$ cat src/rtl/point_set_key_sorter_assert.svh
// ----------------------------------------------------------------------------
// point_set_key_sorter_assert.svh
// Assertion macros used by the sorter top-level file.
// ----------------------------------------------------------------------------
`ifndef POINT_SET_KEY_SORTER_ASSERT_SVH
`define POINT_SET_KEY_SORTER_ASSERT_SVH

// same-cycle implication
`define PSKS_ASSERT_NOW(label, ante, cons) \
  label: assert property (@(posedge clk_i) disable iff (!rst_ni) (ante) |-> (cons)) \
    else $error("point_set_key_sorter: same-cycle check failed");

// next-cycle implication
`define PSKS_ASSERT_NEXT(label, ante, cons) \
  label: assert property (@(posedge clk_i) disable iff (!rst_ni) (ante) |=> (cons)) \
    else $error("point_set_key_sorter: next-cycle check failed");

`endif

$ cat src/rtl/psks_pkg.sv
// ----------------------------------------------------------------------------
// psks_pkg
// Types and codes shared by the point set key sorter modules.
// ----------------------------------------------------------------------------
package psks_pkg;

  localparam int unsigned CfgIdxW  = 1;
  localparam int unsigned CfgDataW = 2;

  localparam logic [CfgIdxW-1:0] CFG_SORT_KEY  = 1'b0;
  localparam logic [CfgIdxW-1:0] CFG_ASCENDING = 1'b1;

  localparam logic [1:0] KEY_X  = 2'd0;
  localparam logic [1:0] KEY_Y  = 2'd1;
  localparam logic [1:0] KEY_Z  = 2'd2;
  localparam logic [1:0] KEY_L1 = 2'd3;

  typedef enum logic [2:0] {
    ST_LOAD  = 3'b001,
    ST_SCAN  = 3'b010,
    ST_PLACE = 3'b100
  } psks_state_e;

  typedef struct packed {
    logic wr_point;
    logic drop_point;
    logic start_scan;
    logic issue;
    logic place;
  } psks_cmd_t;

  typedef struct packed {
    logic store_full;
    logic issue_done;
    logic pipe_empty;
    logic best_valid;
    logic out_free;
    logic last_place;
  } psks_sts_t;

endpackage

$ cat src/rtl/psks_ctrl.sv
// ----------------------------------------------------------------------------
// psks_ctrl
// Controller: load, selection scan and result placement sequencing.
// ----------------------------------------------------------------------------
module psks_ctrl import psks_pkg::*; (
  input  logic      clk_i,
  input  logic      rst_ni,
  input  logic      in_valid_i,
  input  logic      set_end_i,
  output logic      in_ready_o,
  input  psks_sts_t sts_i,
  output psks_cmd_t cmd_o
);

  psks_state_e state_q, state_d;
  logic        in_xfer;

  assign in_ready_o = (state_q == ST_LOAD);
  assign in_xfer    = in_valid_i && in_ready_o;

  always_comb begin
    cmd_o            = '0;
    state_d          = state_q;
    cmd_o.wr_point   = in_xfer && !sts_i.store_full;
    cmd_o.drop_point = in_xfer && sts_i.store_full;
    case (state_q)
      ST_LOAD: begin
        if (in_xfer && set_end_i) begin
          cmd_o.start_scan = 1'b1;
          state_d          = ST_SCAN;
        end
      end
      ST_SCAN: begin
        cmd_o.issue = !sts_i.issue_done;
        if (sts_i.issue_done && sts_i.pipe_empty) begin
          state_d = ST_PLACE;
        end
      end
      ST_PLACE: begin
        if (sts_i.out_free) begin
          cmd_o.place = 1'b1;
          if (sts_i.last_place) begin
            state_d = ST_LOAD;
          end else begin
            cmd_o.start_scan = 1'b1;
            state_d          = ST_SCAN;
          end
        end
      end
      default: begin
        state_d = ST_LOAD;
      end
    endcase
  end

  always_ff @(posedge clk_i or negedge rst_ni) begin
    if (!rst_ni) begin
      state_q <= ST_LOAD;
    end else begin
      state_q <= state_d;
    end
  end

endmodule

$ cat src/rtl/psks_dp.sv
// ----------------------------------------------------------------------------
// psks_dp
// Datapath: point store, key pipeline, best-candidate register, result register.
// ----------------------------------------------------------------------------
module psks_dp import psks_pkg::*; #(
  parameter int unsigned MAX_POINTS = 64,
  parameter int unsigned COORD_BITS = 20
) (
  input  logic                         clk_i,
  input  logic                         rst_ni,
  input  logic                         cfg_we_i,
  input  logic [CfgIdxW-1:0]           cfg_idx_i,
  input  logic [CfgDataW-1:0]          cfg_data_i,
  input  logic signed [COORD_BITS-1:0] px_i,
  input  logic signed [COORD_BITS-1:0] py_i,
  input  logic signed [COORD_BITS-1:0] pz_i,
  output logic                         out_valid_o,
  input  logic                         out_ready_i,
  output logic signed [COORD_BITS-1:0] qx_o,
  output logic signed [COORD_BITS-1:0] qy_o,
  output logic signed [COORD_BITS-1:0] qz_o,
  output logic                         final_point_o,
  output logic                         overflowed_o,
  input  psks_cmd_t                    cmd_i,
  output psks_sts_t                    sts_o
);

  localparam int unsigned CW    = COORD_BITS;
  localparam int unsigned PW    = 3 * COORD_BITS;
  localparam int unsigned KW    = COORD_BITS + 2;
  localparam int unsigned CNT_W = $clog2(MAX_POINTS + 1);
  localparam int unsigned IDX_W = $clog2(MAX_POINTS);

  logic [1:0]       sort_key_q;
  logic             ascending_q;
  logic [CNT_W-1:0] count_q, rd_idx_q, emit_cnt_q;
  logic             drop_q;
  logic [MAX_POINTS-1:0] used_q;

  logic [PW-1:0]    mem [MAX_POINTS];
  logic [PW-1:0]    rd_q;
  logic [IDX_W-1:0] idx1_q, idx2_q, best_idx_q;
  logic             v1_q, v2_q, best_valid_q;
  logic signed [KW-1:0] key2_q, best_key_q;
  logic [PW-1:0]    pt2_q, best_pt_q, out_pt_q;
  logic             out_valid_q, out_final_q, out_ovf_q;

  logic signed [KW-1:0] kx, ky, kz, ax, ay, az, key_d;
  logic             beats, take;

  // key of the point coming out of the store
  assign kx = {{2{rd_q[CW-1]}}, rd_q[CW-1:0]};
  assign ky = {{2{rd_q[2*CW-1]}}, rd_q[2*CW-1:CW]};
  assign kz = {{2{rd_q[PW-1]}}, rd_q[PW-1:2*CW]};
  assign ax = kx[KW-1] ? -kx : kx;
  assign ay = ky[KW-1] ? -ky : ky;
  assign az = kz[KW-1] ? -kz : kz;

  always_comb begin
    case (sort_key_q)
      KEY_X:   key_d = kx;
      KEY_Y:   key_d = ky;
      KEY_Z:   key_d = kz;
      KEY_L1:  key_d = ax + ay + az;
      default: key_d = kx;
    endcase
  end

  // strict compare keeps the earliest arrival on equal keys
  assign beats = ascending_q ? (key2_q < best_key_q) : (key2_q > best_key_q);
  assign take  = v2_q && (!best_valid_q || beats);

  assign sts_o.store_full = (count_q == CNT_W'(MAX_POINTS));
  assign sts_o.issue_done = (rd_idx_q == count_q);
  assign sts_o.pipe_empty = !v1_q && !v2_q;
  assign sts_o.best_valid = best_valid_q;
  assign sts_o.out_free   = !out_valid_q || out_ready_i;
  assign sts_o.last_place = ((emit_cnt_q + CNT_W'(1)) == count_q);

  always_ff @(posedge clk_i or negedge rst_ni) begin
    if (!rst_ni) begin
      sort_key_q   <= KEY_X;
      ascending_q  <= 1'b1;
      count_q      <= '0;
      rd_idx_q     <= '0;
      emit_cnt_q   <= '0;
      drop_q       <= 1'b0;
      used_q       <= '0;
      v1_q         <= 1'b0;
      v2_q         <= 1'b0;
      best_valid_q <= 1'b0;
      out_valid_q  <= 1'b0;
    end else begin
      if (cfg_we_i) begin
        case (cfg_idx_i)
          CFG_SORT_KEY:  sort_key_q  <= cfg_data_i;
          CFG_ASCENDING: ascending_q <= cfg_data_i[0];
          default: ;
        endcase
      end
      if (cmd_i.wr_point) begin
        count_q <= count_q + CNT_W'(1);
      end
      if (cmd_i.drop_point) begin
        drop_q <= 1'b1;
      end
      if (cmd_i.start_scan) begin
        rd_idx_q     <= '0;
        best_valid_q <= 1'b0;
      end else begin
        if (cmd_i.issue) begin
          rd_idx_q <= rd_idx_q + CNT_W'(1);
        end
        if (take) begin
          best_valid_q <= 1'b1;
        end
      end
      v1_q <= cmd_i.issue;
      v2_q <= v1_q && !used_q[idx1_q];
      if (cmd_i.place) begin
        out_valid_q <= 1'b1;
        if (sts_o.last_place) begin
          count_q    <= '0;
          emit_cnt_q <= '0;
          drop_q     <= 1'b0;
          used_q     <= '0;
        end else begin
          emit_cnt_q         <= emit_cnt_q + CNT_W'(1);
          used_q[best_idx_q] <= 1'b1;
        end
      end else if (out_ready_i) begin
        out_valid_q <= 1'b0;
      end
    end
  end

  always_ff @(posedge clk_i) begin
    if (cmd_i.wr_point) begin
      mem[count_q[IDX_W-1:0]] <= {pz_i, py_i, px_i};
    end
    rd_q   <= mem[rd_idx_q[IDX_W-1:0]];
    idx1_q <= rd_idx_q[IDX_W-1:0];
    idx2_q <= idx1_q;
    pt2_q  <= rd_q;
    key2_q <= key_d;
    if (take) begin
      best_key_q <= key2_q;
      best_pt_q  <= pt2_q;
      best_idx_q <= idx2_q;
    end
    if (cmd_i.place) begin
      out_pt_q    <= best_pt_q;
      out_final_q <= sts_o.last_place;
      out_ovf_q   <= drop_q;
    end
  end

  assign out_valid_o   = out_valid_q;
  assign qx_o          = out_pt_q[CW-1:0];
  assign qy_o          = out_pt_q[2*CW-1:CW];
  assign qz_o          = out_pt_q[PW-1:2*CW];
  assign final_point_o = out_final_q;
  assign overflowed_o  = out_ovf_q;

endmodule

$ cat src/rtl/point_set_key_sorter.sv
// ----------------------------------------------------------------------------
// point_set_key_sorter
// Stable sort of a set of 3D points by x, y, z or L1 distance.
//
// Points load one per cycle until the point flagged set_end; up to MAX_POINTS
// are kept and later ones are dropped, which flags every result of that set.
// The set then streams out sorted, one result at a time, equal keys in arrival
// order. Each result comes from a selection scan over the single-port point
// store, and an output stall holds back the next result. Loading of the next
// set opens once the last result sits in the output register. The key and
// direction in effect when the set is emitted apply.
// ----------------------------------------------------------------------------
`include "point_set_key_sorter_assert.svh"

module point_set_key_sorter import psks_pkg::*; #(
  parameter int unsigned MAX_POINTS = 64,
  parameter int unsigned COORD_BITS = 20
) (
  input  logic                         clk_i,
  input  logic                         rst_ni,
  input  logic                         cfg_we_i,
  input  logic [CfgIdxW-1:0]           cfg_idx_i,
  input  logic [CfgDataW-1:0]          cfg_data_i,
  input  logic                         in_valid_i,
  output logic                         in_ready_o,
  input  logic signed [COORD_BITS-1:0] px_i,
  input  logic signed [COORD_BITS-1:0] py_i,
  input  logic signed [COORD_BITS-1:0] pz_i,
  input  logic                         set_end_i,
  output logic                         out_valid_o,
  input  logic                         out_ready_i,
  output logic signed [COORD_BITS-1:0] qx_o,
  output logic signed [COORD_BITS-1:0] qy_o,
  output logic signed [COORD_BITS-1:0] qz_o,
  output logic                         final_point_o,
  output logic                         overflowed_o
);

  psks_cmd_t cmd;
  psks_sts_t sts;

  psks_ctrl u_ctrl (
    .clk_i      (clk_i),
    .rst_ni     (rst_ni),
    .in_valid_i (in_valid_i),
    .set_end_i  (set_end_i),
    .in_ready_o (in_ready_o),
    .sts_i      (sts),
    .cmd_o      (cmd)
  );

  psks_dp #(
    .MAX_POINTS (MAX_POINTS),
    .COORD_BITS (COORD_BITS)
  ) u_dp (
    .clk_i         (clk_i),
    .rst_ni        (rst_ni),
    .cfg_we_i      (cfg_we_i),
    .cfg_idx_i     (cfg_idx_i),
    .cfg_data_i    (cfg_data_i),
    .px_i          (px_i),
    .py_i          (py_i),
    .pz_i          (pz_i),
    .out_valid_o   (out_valid_o),
    .out_ready_i   (out_ready_i),
    .qx_o          (qx_o),
    .qy_o          (qy_o),
    .qz_o          (qz_o),
    .final_point_o (final_point_o),
    .overflowed_o  (overflowed_o),
    .cmd_i         (cmd),
    .sts_o         (sts)
  );

  `PSKS_ASSERT_NOW(a_place_has_best, cmd.place, sts.best_valid)
  `PSKS_ASSERT_NEXT(a_last_reopens_load, cmd.place && sts.last_place, in_ready_o)
  `PSKS_ASSERT_NOW(a_load_pipe_idle, in_ready_o, sts.pipe_empty)
  `PSKS_ASSERT_NEXT(a_place_shows_result, cmd.place, out_valid_o)

endmodule
$ cat config.mk
export PLATFORM = sky130hd
export DESIGN_NAME = point_set_key_sorter
export DESIGN_NICKNAME = d
export VERILOG_FILES = /design/src/rtl/psks_pkg.sv /design/src/rtl/psks_ctrl.sv /design/src/rtl/psks_dp.sv /design/src/rtl/point_set_key_sorter.sv
export VERILOG_INCLUDE_DIRS = /design/src /design/src/rtl
export SDC_FILE = /design/constraint.sdc
export NUM_CORES = 2
export LEC_CHECK = 0
export BUFFER_PORTS_ARGS = -buffer_cell sky130_fd_sc_hd__buf_2
export CAP_MARGIN = 20
export CORE_ASPECT_RATIO = 2
export CORE_MARGIN = 8
export CORE_UTILIZATION = 40
export CTS_CLUSTER_SIZE = 10
export DETAILED_ROUTE_END_ITERATION = 12
export PLACE_DENSITY_LB_ADDON = 0.12
export SYNTH_ARGS = -nofsm -noshare
export SYNTH_HDL_FRONTEND = slang
export SYNTH_HIERARCHICAL = 1
export SYNTH_SLANG_ARGS = --single-unit
$ cat constraint.sdc
create_clock -name clk_i -period 10.7 [get_ports clk_i]
set_input_delay 0.535 -clock clk_i [delete_from_list [all_inputs] [get_ports clk_i]]
set_output_delay 0.535 -clock clk_i [all_outputs]
set_load 0.03 [all_outputs]
==> metrics.md <==
| Metric | Value |
|---|---|
| Vias in the first global route | 77928 |
| Nets | 7389 |
| Die Y | 914 µm |
| Crit share post-route | 0.542 |
| Clk_lat worst skew | ~0.98 ns |
| Crit path launch type | register |
| Gr usage total | 0.217 |
| Power Density | ~250 mW/mm² |
| # IOs | 133 |
| Grt total ovfl | 0 |
| IO buf count | 132 |
| Area grow syn2layout | 13.7% |
| First-pass GRT wire length | 649000 µm |
| Die Area | 0.425 mm² |
| Critical path type | register to register |
| Total iterations of the first detailed-routing run | 5 |
| Syn Inst Count | 6714 |
| Initial DRC Count | 8367 |
| Worst endpoint required time | 11.26 ns |
| Worst R2R Setup Slack | 4.90 ns |
| Setup violations, final | 0 |
| Clock Pin Slew Worst Setup and Hold Paths | 0.05 ns |
| Synthesis warning total | 6 |
| TritonCTS Sinks | 4240 |
| Worst relative slew slack | 0.175 |
| Hold Crit Class | primary input to register |
| TritonCTS clock tree | done |
| Layout cells sized above 1 | 0.301 |
| Worst-margin pin slew | ~1.2 ns |
| Initial antenna violation count | 54 |
| Longest Clk Path Bufs | 4 |
| Post-detailed-route wirelength per cell | 36.4 µm |
| Reg2Reg Launch Point | u_dp/count_q[5] |
| Fillers | about 33000 |
| Largest net degree at the start of global routing | 140 |
| F_max | 173 MHz |
| Pins over their slew limit | 0 |
| Final hold violation count | 0 |
| P_leak | 56.1 nW |
| CTS Buf Count | 468 |
| Clock root buffer | clkbuf_16 |
| DRC viols | 0 |
| DP HPWL | 272000 µm |
| Worst EP arrival | 6.36 ns |
| Run status | finished, final reports clean |
| Die Width | 465 µm |
| Core box area | 0.403 mm² |
| Final wirelength | 468000 µm |
| Total chip power | approximately 46 mW |
| Crit. End Element | register |
| Via count | 75250 |
| # rows | 330 |
| Reg2reg path depth | 8 |
| CTS H-tree lvls | 5 |
| Setup TNS | 0 ns |
| Post-CTS Repair Setup Buffers | 0 |
| Mapped Area | about 0.16 mm² |
| Worst Path Max Fanout | 29 |
| Final Hold Slack | roughly 0.10 ns |
| Starting Density | 0.401 |
| Max-cap viol count | 0 |
| HP Start | cfg_we_i |
| Skew final | 0.0521 ns |
| RSZ-0062 raised after global routing | no |
| WHS Endpoint | u_dp/sort_key_q[0] |
| Hold Crit Depth | 3 |
| GP Congestion | around 0.84 |
| DR vias/cell | 5.85 |
| Max rail drop VDD | 292 µV |
| Mapped Avg Cell Area | 24.0 µm² |
| Min Tclk post-route | 5.80 ns |
| DRT antenna net count | 0 |
| Worst r2r dst | u_dp/mem[19][10] |
[worst max-delay path, cell delays in order, from the launching register on]
cell	delay, ns
dfrtp_1	0.64
or3_1	0.79
nor3_1	0.21
nor2b_1	0.64
nor2b_1	0.40
nand3_1	0.59
nor2_4	1.02
buf_4	0.41
buf_4	0.58
[worst max path at each step]
stage / from / endpoint / slack (ns)
3_3_place_gp: u_dp/count_q[5] / u_dp/mem[19][39] / 5.03
6_report: u_dp/count_q[5] / u_dp/mem[19][10] / 4.90
3_5_place_dp: u_dp/count_q[5] / u_dp/mem[19][19] / 4.94
4_1_cts: u_dp/count_q[5] / u_dp/mem[19][10] / 4.88
2_1_floorplan: u_dp/best_key_q[12] / u_dp/best_idx_q[0] / 2.01
5_1_grt: u_dp/count_q[5] / u_dp/mem[19][10] / 4.67
[per-layer routing]
metal,up-vias,wire length (µm),GRT usage
met5,-,138,0
met4,22,12600,0.0555
met3,575,29400,0.0321
met2,2903,234000,0.366
met1,42100,192000,0.299
li1,29650,-,-
[sequential cells by signal, summed over array words and instances (netlist names), 2 cells and up]
register,flops
u_ctrl/state_q,3
u_dp/best_idx_q,6
u_dp/best_key_q,22
u_dp/best_pt_q,60
u_dp/count_q,7
u_dp/emit_cnt_q,7
u_dp/idx1_q,6
u_dp/idx2_q,6
u_dp/key2_q,22
u_dp/mem,3840
u_dp/out_pt_q,60
u_dp/pt2_q,60
u_dp/rd_idx_q,7
u_dp/rd_q,60
u_dp/sort_key_q,2
u_dp/used_q,64
[final cells by class]
cell class              instances  area, µm²  share of cell area
flip-flops and latches       4240     125000               0.683
repair buffers                394       3200              0.0174
clock buffers                 731      12900              0.0701
multi-input cells            2064      34800               0.190
diodes                         17       42.5            0.000232
clock inverters                19        256             0.00140
inverters                      81        304             0.00166
well taps                    5312       6650              0.0362
[layout by cell type, fill, tap and decap left out, types with 37 or more instances in the layout]
cell type,count
edfxtp_1,3990
o21ai_0,37
buf_4,219
xor2_1,60
mux4_2,1300
buf_2,129
dfxtp_1,154
dfrtp_1,88
nor2_4,60
clkbuf_1,254
inv_1,81
nand2_1,64
ha_1,49
clkbuf_16,474
a21oi_1,89
nor2_1,131
[repair_timing]
item	CTS	global route
hold endpoints to repair	52	11
gates resized for setup	0	0
endpoints found under the setup margin	0	0
hold buffers	11	1
[stage by stage]
stage | std cells | utilization | worst slack (ns) | cell area, µm²
2_1_floorplan | 6716 | - | 2.01 | 161000
3_3_place_gp | 12058 | 0.421 | 5.03 | 170000
6_report | 12858 | 0.456 | 4.90 | 183000
3_5_place_dp | 12074 | 0.422 | 4.94 | 170000
4_1_cts | 12835 | 0.455 | 4.88 | 183000
5_1_grt | 12845 | 0.456 | 4.67 | 183000
[where the power goes]
group	internal [mW]	switching [mW]	total, mW	leakage [nW]
clock network	8.15	6.22	14.4	6.28
logic	5.13	7.03	12.2	11.4
registers	19.0	0.840	19.8	38.5
Power figures use the tool's default switching activity.
